===== config.mk =====
export PLATFORM = sky130hd
export DESIGN_NAME = cpu65816_instruction_encoder_core
export DESIGN_NICKNAME = d
export VERILOG_FILES = /design/src/rtl/c816e_pkg.sv /design/src/rtl/c816e_encode.sv /design/src/rtl/cpu65816_instruction_encoder_core.sv
export SDC_FILE = /design/constraint.sdc
export NUM_CORES = 1
export LEC_CHECK = 0
export BUFFER_PORTS_ARGS = -buffer_cell sky130_fd_sc_hd__buf_2
export CORE_ASPECT_RATIO = 0.6
export CORE_MARGIN = 2
export CORE_UTILIZATION = 30
export CTS_CLUSTER_DIAMETER = 50
export DETAILED_ROUTE_END_ITERATION = 8
export GPL_TIMING_DRIVEN = 0
export HOLD_SLACK_MARGIN = 0.15
export SYNTH_ARGS = -nofsm -noshare
export SYNTH_HDL_FRONTEND = slang
export SYNTH_HIERARCHICAL = 1
export SYNTH_SLANG_ARGS = --single-unit

===== constraint.sdc =====
create_clock -name i_clk -period 4.5 [get_ports i_clk]
set_clock_uncertainty 0.05 [all_clocks]
set_input_delay 0.45 -clock i_clk [delete_from_list [all_inputs] [get_ports i_clk]]
set_output_delay 0.45 -clock i_clk [all_outputs]
set_load 0.005 [all_outputs]

===== src/rtl/c816e_pkg.sv =====
// Shared types, constants and opcode table for the 65C816 statement encoder.
// No dependencies.
package c816e_pkg;

    typedef struct packed {
        logic [6:0]  cmd;
        logic [2:0]  mode;
        logic [1:0]  modifier;
        logic signed [31:0] operand;
        logic        operand_known;
        logic        final_pass;
        logic [23:0] pc;
    } t_req;

    typedef struct packed {
        logic [2:0] status;
        logic [2:0] byte_count;
        logic [7:0] byte0;
        logic [7:0] byte1;
        logic [7:0] byte2;
        logic [7:0] byte3;
    } t_rsp;

    typedef enum logic [3:0] {
        K_PRI, K_RMW, K_BRA, K_IMP, K_BIT, K_LDX, K_DB, K_DW, K_JMP, K_JSL,
        K_PEA, K_PSR, K_STA, K_STY, K_STZ
    } t_kind;

    typedef struct packed {
        t_kind      kind;
        logic [7:0] a;
        logic [7:0] b;
        logic [7:0] c;
    } t_entry;

    localparam logic [2:0] M_IMPL = 3'd0;
    localparam logic [2:0] M_ACC  = 3'd1;
    localparam logic [2:0] M_IMM  = 3'd2;
    localparam logic [2:0] M_ABS  = 3'd3;
    localparam logic [2:0] M_ABSX = 3'd4;
    localparam logic [2:0] M_SR   = 3'd5;
    localparam logic [2:0] M_INDX = 3'd6;

    localparam logic [2:0] ST_OK      = 3'd0;
    localparam logic [2:0] ST_UNKNOWN = 3'd1;
    localparam logic [2:0] ST_MODE    = 3'd2;
    localparam logic [2:0] ST_LARGE   = 3'd3;
    localparam logic [2:0] ST_RANGE   = 3'd4;
    localparam logic [2:0] ST_BANK    = 3'd5;

    localparam logic [1:0] MOD_LOW  = 2'd1;
    localparam logic [1:0] MOD_MID  = 2'd2;
    localparam logic [1:0] MOD_HIGH = 2'd3;

    localparam logic [7:0] OFS_IMM   = 8'h09;
    localparam logic [7:0] OFS_DP    = 8'h05;
    localparam logic [7:0] OFS_ABS   = 8'h0D;
    localparam logic [7:0] OFS_LONG  = 8'h0F;
    localparam logic [7:0] OFS_ABSX  = 8'h1D;
    localparam logic [7:0] OFS_LONGX = 8'h1F;
    localparam logic [7:0] OFS_DPX   = 8'h15;
    localparam logic [7:0] OFS_SR    = 8'h03;
    localparam logic [7:0] OP_STA_LONG  = 8'h8F;
    localparam logic [7:0] OP_STA_ABSX  = 8'h9D;
    localparam logic [7:0] OP_STA_LONGX = 8'h9F;

    localparam logic [6:0] CMD_LAST = 7'd76;

    localparam logic [0:0] CFG_ACC_WIDE   = 1'b0;
    localparam logic [0:0] CFG_INDEX_WIDE = 1'b1;

    function automatic t_entry optab(input logic [6:0] cmd);
        t_entry e;
        e = '{K_IMP, 8'h00, 8'h00, 8'h00};
        case (cmd)
            7'd0:  e = '{K_PRI, 8'h60, 8'h00, 8'h00};
            7'd1:  e = '{K_PRI, 8'h20, 8'h00, 8'h00};
            7'd2:  e = '{K_RMW, 8'h0A, 8'h06, 8'h0E};
            7'd3:  e = '{K_BRA, 8'h90, 8'h00, 8'h00};
            7'd4:  e = '{K_BRA, 8'hB0, 8'h00, 8'h00};
            7'd5:  e = '{K_BRA, 8'hF0, 8'h00, 8'h00};
            7'd6:  e = '{K_BIT, 8'h89, 8'h24, 8'h2C};
            7'd7:  e = '{K_BRA, 8'h30, 8'h00, 8'h00};
            7'd8:  e = '{K_BRA, 8'hD0, 8'h00, 8'h00};
            7'd9:  e = '{K_BRA, 8'h10, 8'h00, 8'h00};
            7'd10: e = '{K_BRA, 8'h80, 8'h00, 8'h00};
            7'd11: e = '{K_BRA, 8'h50, 8'h00, 8'h00};
            7'd12: e = '{K_BRA, 8'h70, 8'h00, 8'h00};
            7'd13: e = '{K_IMP, 8'h18, 8'h00, 8'h00};
            7'd14: e = '{K_IMP, 8'hD8, 8'h00, 8'h00};
            7'd15: e = '{K_IMP, 8'h58, 8'h00, 8'h00};
            7'd16: e = '{K_IMP, 8'hB8, 8'h00, 8'h00};
            7'd17: e = '{K_PRI, 8'hC0, 8'h00, 8'h00};
            7'd18: e = '{K_DB,  8'h00, 8'h00, 8'h00};
            7'd19: e = '{K_RMW, 8'h3A, 8'hC6, 8'hCE};
            7'd20: e = '{K_IMP, 8'hCA, 8'h00, 8'h00};
            7'd21: e = '{K_IMP, 8'h88, 8'h00, 8'h00};
            7'd22: e = '{K_DW,  8'h00, 8'h00, 8'h00};
            7'd23: e = '{K_PRI, 8'h40, 8'h00, 8'h00};
            7'd24: e = '{K_RMW, 8'h1A, 8'hE6, 8'hEE};
            7'd25: e = '{K_IMP, 8'hE8, 8'h00, 8'h00};
            7'd26: e = '{K_IMP, 8'hC8, 8'h00, 8'h00};
            7'd27: e = '{K_JMP, 8'h4C, 8'h00, 8'h00};
            7'd28: e = '{K_JSL, 8'h22, 8'h00, 8'h00};
            7'd29: e = '{K_JMP, 8'h20, 8'h00, 8'h00};
            7'd30: e = '{K_PRI, 8'hA0, 8'h00, 8'h00};
            7'd31: e = '{K_LDX, 8'hA2, 8'hA6, 8'hAE};
            7'd32: e = '{K_RMW, 8'h4A, 8'h46, 8'h4E};
            7'd33: e = '{K_IMP, 8'hEA, 8'h00, 8'h00};
            7'd34: e = '{K_PRI, 8'h00, 8'h00, 8'h00};
            7'd35: e = '{K_PEA, 8'hF4, 8'h00, 8'h00};
            7'd36: e = '{K_IMP, 8'h48, 8'h00, 8'h00};
            7'd37: e = '{K_IMP, 8'h8B, 8'h00, 8'h00};
            7'd38: e = '{K_IMP, 8'h0B, 8'h00, 8'h00};
            7'd39: e = '{K_IMP, 8'h4B, 8'h00, 8'h00};
            7'd40: e = '{K_IMP, 8'h08, 8'h00, 8'h00};
            7'd41: e = '{K_IMP, 8'hDA, 8'h00, 8'h00};
            7'd42: e = '{K_IMP, 8'h5A, 8'h00, 8'h00};
            7'd43: e = '{K_IMP, 8'h68, 8'h00, 8'h00};
            7'd44: e = '{K_IMP, 8'hAB, 8'h00, 8'h00};
            7'd45: e = '{K_IMP, 8'h2B, 8'h00, 8'h00};
            7'd46: e = '{K_IMP, 8'h28, 8'h00, 8'h00};
            7'd47: e = '{K_IMP, 8'hFA, 8'h00, 8'h00};
            7'd48: e = '{K_IMP, 8'h7A, 8'h00, 8'h00};
            7'd49: e = '{K_PSR, 8'hC2, 8'h00, 8'h00};
            7'd50: e = '{K_IMP, 8'h40, 8'h00, 8'h00};
            7'd51: e = '{K_IMP, 8'h6B, 8'h00, 8'h00};
            7'd52: e = '{K_IMP, 8'h60, 8'h00, 8'h00};
            7'd53: e = '{K_PRI, 8'hE0, 8'h00, 8'h00};
            7'd54: e = '{K_IMP, 8'h38, 8'h00, 8'h00};
            7'd55: e = '{K_IMP, 8'hF8, 8'h00, 8'h00};
            7'd56: e = '{K_IMP, 8'h78, 8'h00, 8'h00};
            7'd57: e = '{K_PSR, 8'hE2, 8'h00, 8'h00};
            7'd58: e = '{K_STA, 8'h81, 8'h85, 8'h8D};
            7'd59: e = '{K_IMP, 8'hDB, 8'h00, 8'h00};
            7'd60: e = '{K_STY, 8'h94, 8'h84, 8'h8C};
            7'd61: e = '{K_STZ, 8'h00, 8'h64, 8'h9C};
            7'd62: e = '{K_IMP, 8'h5B, 8'h00, 8'h00};
            7'd63: e = '{K_IMP, 8'h1B, 8'h00, 8'h00};
            7'd64: e = '{K_IMP, 8'hAA, 8'h00, 8'h00};
            7'd65: e = '{K_IMP, 8'hA8, 8'h00, 8'h00};
            7'd66: e = '{K_IMP, 8'h7B, 8'h00, 8'h00};
            7'd67: e = '{K_IMP, 8'h3B, 8'h00, 8'h00};
            7'd68: e = '{K_IMP, 8'hBA, 8'h00, 8'h00};
            7'd69: e = '{K_IMP, 8'h8A, 8'h00, 8'h00};
            7'd70: e = '{K_IMP, 8'h9A, 8'h00, 8'h00};
            7'd71: e = '{K_IMP, 8'h9B, 8'h00, 8'h00};
            7'd72: e = '{K_IMP, 8'h98, 8'h00, 8'h00};
            7'd73: e = '{K_IMP, 8'hBB, 8'h00, 8'h00};
            7'd74: e = '{K_IMP, 8'hCB, 8'h00, 8'h00};
            7'd75: e = '{K_IMP, 8'hEB, 8'h00, 8'h00};
            7'd76: e = '{K_IMP, 8'hFB, 8'h00, 8'h00};
            default: e = '{K_IMP, 8'h00, 8'h00, 8'h00};
        endcase
        return e;
    endfunction

endpackage


===== src/rtl/c816e_encode.sv =====
// Combinational encoder for one statement: table lookup, size and range checks.
// Depends on c816e_pkg.
module c816e_encode
    import c816e_pkg::*;
(
    input  t_req i_req,
    input  logic i_acc_wide,
    input  logic i_index_wide,
    output t_rsp o_rsp
);

    t_entry             e;
    logic signed [32:0] s;
    logic [31:0]        u;
    logic [2:0]         st;
    logic [2:0]         n;
    logic [7:0]         op;
    logic [31:0]        val;
    logic signed [33:0] rel;
    logic               w;
    logic               zero_bytes;
    logic [31:0]        imm_w;
    logic [31:0]        imm_n;
    logic               fits8, fits16, fits24;

    // Pick the immediate value for the current byte select
    function automatic logic [31:0] imm_sel(input logic [31:0] uu, input logic [1:0] md,
                                            input logic wd);
        logic [31:0] r;
        r = uu;
        if (wd) begin
            if (md == MOD_HIGH) r = {16'd0, uu[23:8]};
            else if (md == MOD_MID || md == MOD_LOW) r = {16'd0, uu[15:0]};
        end else begin
            if (md == MOD_HIGH) r = {24'd0, uu[23:16]};
            else if (md == MOD_MID) r = {24'd0, uu[15:8]};
            else if (md == MOD_LOW) r = {24'd0, uu[7:0]};
        end
        return r;
    endfunction

    assign u      = i_req.operand;
    assign s      = {i_req.operand[31], i_req.operand};
    assign e      = optab(i_req.cmd);
    assign fits8  = s <= 33'sd255;
    assign fits16 = s <= 33'sd65535;
    assign fits24 = s <= 33'sd16777215;
    assign imm_w  = imm_sel(u, i_req.modifier, 1'b1);
    assign imm_n  = imm_sel(u, i_req.modifier, 1'b0);
    assign rel    = {s[32], s} - {10'd0, i_req.pc} - 34'sd2;

    // Decode status, length, opcode and operand value
    always_comb begin
        st  = ST_OK;
        n   = 3'd0;
        op  = 8'h00;
        val = 32'd0;
        w   = (e.kind == K_BIT || e.kind == K_PRI) ? i_acc_wide : i_index_wide;
        zero_bytes = 1'b0;
        if (i_req.cmd > CMD_LAST) begin
            st = ST_MODE;
        end else if (e.kind != K_IMP && !i_req.operand_known) begin
            zero_bytes = 1'b1;
            if (i_req.final_pass) begin
                st = ST_UNKNOWN;
            end else begin
                case (e.kind)
                    K_PRI: begin
                        if (i_req.mode == M_IMM) n = i_acc_wide ? 3'd3 : 3'd2;
                        else if (i_req.mode == M_SR) n = 3'd2;
                        else if (i_req.mode == M_ABS || i_req.mode == M_ABSX)
                            n = 3'd4;
                        else st = ST_MODE;
                    end
                    K_BIT, K_LDX: begin
                        if (i_req.mode == M_IMM) n = w ? 3'd3 : 3'd2;
                        else if (i_req.mode == M_ABS) n = 3'd3;
                        else st = ST_MODE;
                    end
                    K_STA: begin
                        if (i_req.mode == M_INDX) n = 3'd2;
                        else if (i_req.mode == M_ABS || i_req.mode == M_ABSX)
                            n = 3'd4;
                        else st = ST_MODE;
                    end
                    K_STY: begin
                        if (i_req.mode == M_ABS) n = 3'd3;
                        else if (i_req.mode == M_ABSX) n = 3'd2;
                        else st = ST_MODE;
                    end
                    K_DB: n = 3'd1;
                    K_BRA, K_DW, K_PSR: n = 3'd2;
                    K_JSL: n = 3'd4;
                    default: n = 3'd3;
                endcase
            end
        end else begin
            case (e.kind)
                K_IMP: begin
                    if (i_req.mode == M_IMPL) begin
                        n = 3'd1; op = e.a;
                    end else st = ST_MODE;
                end
                K_PRI: begin
                    if (i_req.mode == M_IMM) begin
                        val = i_acc_wide ? imm_w : imm_n;
                        if (!i_acc_wide && $signed(val) > 32'sd255) st = ST_LARGE;
                        else begin
                            n = i_acc_wide ? 3'd3 : 3'd2; op = e.a + OFS_IMM;
                        end
                    end else if (i_req.mode == M_ABS || i_req.mode == M_ABSX) begin
                        val = u;
                        if (fits8) begin
                            n = 3'd2;
                            op = e.a + ((i_req.mode == M_ABS) ? OFS_DP : OFS_DPX);
                        end else if (fits16) begin
                            n = 3'd3;
                            op = e.a + ((i_req.mode == M_ABS) ? OFS_ABS : OFS_ABSX);
                        end else if (fits24) begin
                            n = 3'd4;
                            op = e.a + ((i_req.mode == M_ABS) ? OFS_LONG : OFS_LONGX);
                        end else st = ST_LARGE;
                    end else if (i_req.mode == M_SR) begin
                        val = u;
                        if (!fits8) st = ST_LARGE;
                        else begin
                            n = 3'd2; op = e.a + OFS_SR;
                        end
                    end else st = ST_MODE;
                end
                K_RMW, K_STZ, K_BIT, K_LDX: begin
                    if (i_req.mode == M_ACC && e.kind == K_RMW) begin
                        n = 3'd1; op = e.a;
                    end else if (i_req.mode == M_IMM &&
                                 (e.kind == K_BIT || e.kind == K_LDX)) begin
                        n = w ? 3'd3 : 3'd2; op = e.a; val = w ? imm_w : imm_n;
                    end else if (i_req.mode == M_ABS) begin
                        val = u;
                        if (fits8) begin
                            n = 3'd2; op = e.b;
                        end else if (fits16) begin
                            n = 3'd3; op = e.c;
                        end else st = ST_LARGE;
                    end else st = ST_MODE;
                end
                K_BRA: begin
                    if (i_req.mode != M_ABS) st = ST_MODE;
                    else if (rel >= 34'sd128 || rel < -34'sd128) st = ST_RANGE;
                    else begin
                        n = 3'd2; op = e.a; val = rel[31:0];
                    end
                end
                K_DB, K_DW: begin
                    if (i_req.mode != M_ABS) st = ST_MODE;
                    else if ((e.kind == K_DB) ? !fits8 : !fits16) st = ST_LARGE;
                    else begin
                        n = (e.kind == K_DB) ? 3'd1 : 3'd2;
                        op = u[7:0]; val = {24'd0, u[15:8]};
                    end
                end
                K_JMP: begin
                    if (i_req.mode != M_ABS) st = ST_MODE;
                    else if (u[23:16] != i_req.pc[23:16]) st = ST_BANK;
                    else begin
                        n = 3'd3; op = e.a; val = u;
                    end
                end
                K_JSL: begin
                    if (i_req.mode != M_ABS) st = ST_MODE;
                    else if (!fits24) st = ST_LARGE;
                    else begin
                        n = 3'd4; op = e.a; val = u;
                    end
                end
                K_PEA: begin
                    if (i_req.mode == M_ABS) begin
                        n = 3'd3; op = e.a; val = u;
                    end else st = ST_MODE;
                end
                K_PSR: begin
                    if (i_req.mode != M_IMM) st = ST_MODE;
                    else if ($signed(imm_n) > 32'sd255) st = ST_LARGE;
                    else begin
                        n = 3'd2; op = e.a; val = imm_n;
                    end
                end
                K_STA: begin
                    val = u;
                    if (i_req.mode == M_ABS) begin
                        if (fits8) begin
                            n = 3'd2; op = e.b;
                        end else if (fits16) begin
                            n = 3'd3; op = e.c;
                        end else if (fits24) begin
                            n = 3'd4; op = OP_STA_LONG;
                        end else st = ST_LARGE;
                    end else if (i_req.mode == M_ABSX) begin
                        if (fits16) begin
                            n = 3'd3; op = OP_STA_ABSX;
                        end else if (fits24) begin
                            n = 3'd4; op = OP_STA_LONGX;
                        end else st = ST_LARGE;
                    end else if (i_req.mode == M_INDX) begin
                        if (!fits8) st = ST_LARGE;
                        else begin
                            n = 3'd2; op = e.a;
                        end
                    end else st = ST_MODE;
                end
                K_STY: begin
                    val = u;
                    if (i_req.mode == M_ABS) begin
                        if (fits8) begin
                            n = 3'd2; op = e.b;
                        end else if (fits16) begin
                            n = 3'd3; op = e.c;
                        end else st = ST_LARGE;
                    end else if (i_req.mode == M_ABSX) begin
                        if (!fits8) st = ST_LARGE;
                        else begin
                            n = 3'd2; op = e.a;
                        end
                    end else st = ST_MODE;
                end
                default: st = ST_MODE;
            endcase
        end
        if (st != ST_OK) n = 3'd0;
    end

    // Zero every byte past the length and all bytes on worst-case sizing
    always_comb begin
        o_rsp.status     = st;
        o_rsp.byte_count = n;
        o_rsp.byte0 = (n > 3'd0 && !zero_bytes) ? op : 8'h00;
        o_rsp.byte1 = (n > 3'd1 && !zero_bytes) ? val[7:0] : 8'h00;
        o_rsp.byte2 = (n > 3'd2 && !zero_bytes) ? val[15:8] : 8'h00;
        o_rsp.byte3 = (n > 3'd3 && !zero_bytes) ? val[23:16] : 8'h00;
    end

endmodule


===== src/rtl/cpu65816_instruction_encoder_core.sv =====
// Path: a request accepted into the input register is encoded combinationally and
// written to the result register when that register is free or being read out.
// Throughput: one request per cycle; each stage advances when the next is free.
// Reset (synchronous, active low) empties both stages and clears acc_wide and index_wide.
// Top level: request and result handshakes, configuration registers, encoder.
// Depends on c816e_pkg and c816e_encode.
module cpu65816_instruction_encoder_core
    import c816e_pkg::*;
(
    input  logic       i_clk,
    input  logic       i_rst_n,
    input  logic       i_valid,
    output logic       o_ready,
    input  t_req       i_req,
    output logic       o_valid,
    input  logic       i_ready,
    output t_rsp       o_rsp,
    input  logic       i_cfg_we,
    input  logic [0:0] i_cfg_idx,
    input  logic [0:0] i_cfg_data
);

    logic r_acc_wide, r_index_wide;
    logic r_in_vld, r_out_vld;
    t_req r_req;
    t_rsp r_rsp, n_rsp;
    logic adv_out, adv_in;

    // Write configuration registers
    always_ff @(posedge i_clk) begin
        if (!i_rst_n) begin
            r_acc_wide   <= 1'b0;
            r_index_wide <= 1'b0;
        end else if (i_cfg_we) begin
            if (i_cfg_idx == CFG_ACC_WIDE) r_acc_wide <= i_cfg_data[0];
            if (i_cfg_idx == CFG_INDEX_WIDE) r_index_wide <= i_cfg_data[0];
        end
    end

    assign adv_out = r_in_vld && (!r_out_vld || i_ready);
    assign adv_in  = !r_in_vld || adv_out;
    assign o_ready = adv_in;
    assign o_valid = r_out_vld;
    assign o_rsp   = r_rsp;

    c816e_encode u_encode (
        .i_req       (r_req),
        .i_acc_wide  (r_acc_wide),
        .i_index_wide(r_index_wide),
        .o_rsp       (n_rsp)
    );

    // Advance the two stages
    always_ff @(posedge i_clk) begin
        if (!i_rst_n) begin
            r_in_vld  <= 1'b0;
            r_out_vld <= 1'b0;
        end else begin
            if (adv_in) r_in_vld <= i_valid;
            if (adv_out) r_out_vld <= 1'b1;
            else if (i_ready) r_out_vld <= 1'b0;
        end
    end

    always_ff @(posedge i_clk) begin
        if (adv_in && i_valid) r_req <= i_req;
        if (adv_out) r_rsp <= n_rsp;
    end

    // Held result stays stable while stalled
    a_hold: assert property (@(posedge i_clk) disable iff (!i_rst_n)
        o_valid && !i_ready |=> o_valid && $stable(o_rsp))
        else $error("result changed while stalled");
    // Errors carry no bytes
    a_err: assert property (@(posedge i_clk) disable iff (!i_rst_n)
        o_valid && o_rsp.status != ST_OK |-> o_rsp.byte_count == 3'd0)
        else $error("error with nonzero length");
    // Length never exceeds four
    a_len: assert property (@(posedge i_clk) disable iff (!i_rst_n)
        o_valid |-> o_rsp.byte_count <= 3'd4)
        else $error("length above four");

endmodule


## After elaboration in Yosys (flattened, before gate mapping)

Memories as Yosys holds them, arrays and structs flattened. A register that Yosys moved wholly into a read port is not among the register bits.
Cells that the tools add are included.

- $add $sub $neg: 7
- Multiply operators: 0
- Divide/modulo/power cells: 0
- $lt $le $gt $ge: 12
- Equal/unequal tests: 27
- Shift-type cells: 0
- Multiplexer cells: 157
- Bitwise operators: 5
- Reductions and logical operators: 39

Operators by type and width:

| kind | count |
|---|---|
| two-way mux 24 bit | 16 |
| two-way mux 8 bit | 37 |
| case mux 24 bit (9 select lines) | 1 |
| two-way mux 32 bit | 6 |
| two-way mux 3 bit | 56 |
| case mux 8 bit (11 select lines) | 1 |
| case mux 3 bit (11 select lines) | 2 |
| greater-than comparator 32 x 9 -> 1 bit, second input constant | 2 |
| two-way mux 2 bit | 23 |
| greater-or-equal comparator 34 x 9 -> 1 bit, second input constant | 1 |
| less-than comparator 34 x 8 -> 1 bit, second input constant | 1 |
| subtractor 34 x 2 -> 34 bit, second input constant | 1 |
| subtractor 32 x 25 -> 33 bit | 1 |
| less-or-equal comparator 32 x 17 -> 1 bit, second input constant | 1 |
| less-or-equal comparator 32 x 25 -> 1 bit, second input constant | 1 |
| less-or-equal comparator 32 x 9 -> 1 bit, second input constant | 1 |
| equality test 4 bit, second input constant | 7 |
| adder 8 bit | 3 |
| case mux 3 bit (7 select lines) | 1 |
| equality test 4 x 3 -> 1 bit, second input constant | 4 |
| two-way mux 5 bit | 3 |
| OR reduction 3 bit | 5 |
| case mux 3 bit (4 select lines) | 1 |
| logical AND 1 bit | 10 |
| other kinds (27) | 62 |

- Register bits: 112
- Bits in latches: 0
- RAM bits: 0
- ROM bits: 3328
- Output and inout bits: 40
- Word-level logic and storage cells: 265
- Memories: 1

Memories:

| name | words | width | rd ports | clocked after Yosys merged registers in | wr ports | RTL line | text |
|---|---|---|---|---|---|---|---|
| (name not given) | 128 | 26 | 1 | 1 | 0 | c816e_pkg.sv:75 | `case (cmd)` |

## Logic depth before layout (Yosys ltp)

- Word-level depth: 18
- Gate-level depth with buffers: 18

## Cells and area by module

The synthesis kept the hierarchy.

By module, submodules not included:

| module | times used | cells an instance | area an instance (µm²) |
|---|---|---|---|
| c816e_encode | 1 | 1260 | 7881.3 |
| cpu65816_instruction_encoder_core | 1 | 126 | 3418.3 |

## Worst setup path after synthesis

OpenSTA, ideal clock, no wires.

- Path kind: input -> register
- Start: input port i_ready
- End: register r_req[0] (netlist bit) (enable)
- Arrival: 4.057 ns
- Data required time: 3.929 ns
- Slack: -0.128 ns
- Stages: 2
- Path buffers: 0
- Path through: and2b_4 > a21oi_1

- Longest elaborated chain between the ends: 4

Ends and longest elaborated chain:

| element | RTL line | text |
|---|---|---|
| start, declared | cpu65816_instruction_encoder_core.sv:16 | `input logic i_ready,` |
| logical OR 1 bit | cpu65816_instruction_encoder_core.sv:40 | `assign adv_out = r_in_vld && (!r_out_vld \|\| i_ready);` |
| logical AND 1 bit | cpu65816_instruction_encoder_core.sv:40 |  |
| logical OR 1 bit | cpu65816_instruction_encoder_core.sv:41 | `assign adv_in = !r_in_vld \|\| adv_out;` |
| logical AND 1 bit | cpu65816_instruction_encoder_core.sv:66 | `if (adv_in && i_valid) r_req <= i_req;` |
| end signal, assigned | cpu65816_instruction_encoder_core.sv:66 |  |
| end, declared | cpu65816_instruction_encoder_core.sv:25 | `t_req r_req;` |

Every way passes these cells.
A chain may end at the register's enable or synchronous reset.

## Worst setup path after layout

- Start: register r_req[1] (netlist bit)
- End: register, netlist name o_rsp[15]

- Longest elaborated chain between the ends: 15
- Elaborated cells between the ends (all ways): 24

Ends and longest elaborated chain:

| element | RTL line | text |
|---|---|---|
| subtractor 32 x 25 -> 33 bit (*) | c816e_encode.sv:50 | `assign rel = {s[32], s} - {10'd0, i_req.pc} - 34'sd2;` |
| subtractor 34 x 2 -> 34 bit (*) | c816e_encode.sv:50 |  |
| greater-or-equal comparator 34 x 9 -> 1 bit / less-than comparator 34 x 8 -> 1 bit (equally long branches) | c816e_encode.sv:148 | `else if (rel >= 34'sd128 \|\| rel < -34'sd128) st = ST_RANGE;` |
| logical OR 1 bit | c816e_encode.sv:148 |  |
| two-way mux 3 bit | c816e_encode.sv:148 |  |
| two-way mux 3 bit | c816e_encode.sv:147 | `if (i_req.mode != M_ABS) st = ST_MODE;` |
| case mux 3 bit (11 select lines) | c816e_encode.sv:98 | `case (e.kind)` |
| two-way mux 3 bit | c816e_encode.sv:62 | `end else if (e.kind != K_IMP && !i_req.operand_known) begin` |
| two-way mux 3 bit | c816e_encode.sv:60 | `if (i_req.cmd > CMD_LAST) begin` |
| nonzero test 3 bit | c816e_encode.sv:228 | `if (st != ST_OK) n = 3'd0;` |
| two-way mux 3 bit | c816e_encode.sv:228 |  |
| greater-than comparator 3 x 2 -> 1 bit | c816e_encode.sv:237 | `o_rsp.byte2 = (n > 3'd2 && !zero_bytes) ? val[15:8] : 8'h00;` |
| logical AND 1 bit | c816e_encode.sv:237 |  |
| inverter 1 bit (no source line) | n/a |  |
| OR reduction 3 bit (no source line) | n/a |  |

Mark *: on every way between the ends. The rest lies on a longest branch, timed or not.

==> results.txt <==
Number of cells produced by synthesis - 1386
Wire per inst - 25.6 um
Initial DRC Count - 1919
Max Cap Viol - 0
Yosys warns - 6
Reg clk slew, reported paths - 90 ps
Syn Std Cell Area - 11300 um2
Syn Nets - 1532
Critical Path Source Type - flop
Num CTS Buffers - 9
Post-Route Setup TNS - -55.6 ps
Setup-failing EPs final - 4
Highest Clock Rate - 221 MHz
H-tree depth - 3
CTS Buffer Depth - 2
Critical path endpoint category - flop
Post-route ant nets - 0
Vias per inst - 6.09
Critical path fanouts, max - 9
GRT Total Usage - 26.3%
Synth Register Bits - 112
Min Hold Slack - 176 ps
Sw Ratio - 40.4%
Pint - 2.26 mW
First-pass GRT wire length - 76500 um
Failing checks - negative setup slack
Area growth from synthesis to layout - 30.4%
Area of the die - 39300 um2
HP Class - input port to flop
Status - finished, violations left
Ys flop type - edfxtp_1
Logic pwr share - 43.5%
Vias in the first global route - 11455
Drt first pass iters - 5
Design Power - 3.78 mW
Clock share of power - 23.4%
CTS tree - built
Core area - 37400 um2
Largest net degree at the start of global routing - 29
Maximum vdd drop - 0.166 mV
Top Ports - 117
PwrDens - 257 nW/um2
RSZ-0062 raised after global routing - true
Share of flip-flops with an asynchronous set or reset - 0%
Worst hold path cell count - 1
Worst-Margin Slew - 1070 ps
Detail Placement HPWL - 40600 um
Die Y - 154 um
Die width - 255 um
Via count - 12873
Tcrit/Tclk final - 101%
Final core utilization - 39.4%
Max Slew Vio Count - 0
Area of the multi-input gates - 8320 um2
Antenna violations before repair - 0
Total global routing overflow - 0
Commonest non-fill, non-tap cell in the layout - buf_2
Syn avg cell area - 8.15 um2
P_sw - 1.53 mW
Leak - 5.26 nW
Seq pwr share - 33.1%
Pre-CTS WS - -1410 ps
GPL Wtd Cong - 1.01
Final wirelength - 54000 um
Post-route DRC violation count - 0
Nets - 1741
FF+latch area - 3320 um2
Most frequent cells in the layout - buf_2, nand2_1, edfxtp_1
Number of core rows - 55
Fillers - 3889
WP data arrival - 4670 ps
Clk Latency, worst-skew pair - 390 ps
Post-route minimum period - 4530 ps
Port bufs - 116
Post-route setup slack - -31.0 ps
Final Hold Fails - 0
Number of synthesized flops with an enable pin - 108
Register area share after synthesis - 29.4%
Worst Path Required - 4640 ps
Num Clock Sinks - 112
WS Path Type - flop to flop
Layout cell share with drive strength beyond 1 - 29.5%
Starting Density - 30.2%
Root buf cell - clkbuf_16
Yosys cell types - 103
Relative max-transition margin - 28.3%
Worst R2R Path Depth - 17
[cells in the mapped netlist (9+ instances only)]
cell type    n  area (um2)
nand3_1     34         170
and4_1      10        87.6
buf_2       29         145
or3_1       10        62.6
a21oi_1    121         606
clkbuf_1    43         161
edfxtp_1   108        3240
nand2b_1    25         156
a31oi_1     23         144
o211ai_1    17         128
ha_1        68         851
mux2i_1     21         210
o21ai_1     11        55.1
nor2_1     112         420
a21o_1      14         105
nand4_1     19         119
or4_1       11        82.6
xnor2_1     23         201
nand2_1    116         435
and2_1       9        56.3
nor4_1      23         144
a211oi_1    17         128
a22oi_1     24         180
nor2b_1     22         138
o21ai_0     98         490
nor3_1      33         165
xor2_1      15         131
and3_1      12        75.1
a211oi_2    12         150
o22ai_1     23         144
inv_1       96         360
[per-stage QoR]
stage | area (um2) | instances
final | 14700 | 2114
after global routing | 14700 | 2113
after CTS | 13900 | 2079
after detailed placement | 12600 | 2020
after global placement | 12500 | 2015
after floorplan | 11300 | 1386
[layout make-up]
class,instances,area share (%)
diodes,1,0.0170
plain buffers,72,2.75
clock buffers,10,1.55
clock inverters,6,0.518
inverters,99,2.58
multi-input cells,1094,56.4
flip-flops and latches,112,22.6
well taps,513,4.36
repair buffers,207,9.22
[what timing repair did]
action                                  CTS  global route
pin swaps                                24            47
resized for setup                       108           150
buffers inserted                         49            36
endpoints found under the setup margin   38            27
gates cloned                              0             1
hold buffers                              0             0
[kinds of logic after synthesis]
family / count (synthesis) / synth area share (%)
multiplexers: 26 / 2.46
buffers and inverters: 180 / 6.57
XOR/XNOR: 38 / 2.95
flip-flops: 112 / 29.4
adder cells (fa/ha/maj): 69 / 7.71
AO/OA/AOI/OAI: 484 / 29.0
AND/OR/NAND/NOR: 477 / 21.9
[critical path, stage by stage (launching register included)]
cell	delay (ps)
edfxtp_1	440
ha_4	270
inv_4	50
ha_4	120
inv_2	40
fa_2	360
nand2b_4	180
a21oi_4	210
o22ai_4	120
o21ai_4	290
and4_4	290
nor2_2	50
or4b_4	520
or4_4	550
a21oi_4	160
buf_12	180
nand2_8	110
a211oi_2	320
[flip-flops by register name, summed over array words and instances, names as in the netlist]
name	flops
r_req	70
o_rsp	38
o_valid	1
r_acc_wide	1
r_in_vld	1
r_index_wide	1
[metal layers]
layer	vias to the layer above	wire length (um)	track usage, %
li1	5659	-	-
met3	52	8840	13.0
met4	6	501	3.06
met5	-	285	2.86
met1	6238	25400	41.8
met2	918	19100	30.7
[final timing paths]
kind	end	from	slack [ps]
worst max register to register	o_rsp[15]	r_req[1]	-30
worst min register to register	r_acc_wide	r_acc_wide	450
worst max-delay path	o_rsp[15]	r_req[1]	-30
worst min-delay path	r_req[67]	i_req[67]	180
[power groups by stage]
stage / clock (mW) / combinational, mW / sequential [mW]
floorplan: 0 / 0.828 / 1.26
global placement: 0 / 1.21 / 1.30
detailed placement: 0 / 1.22 / 1.30
CTS: 0.915 / 1.39 / 1.25
global route: 0.947 / 1.74 / 1.26
finish: 0.884 / 1.65 / 1.25
(Power assumes the default switching activity.)
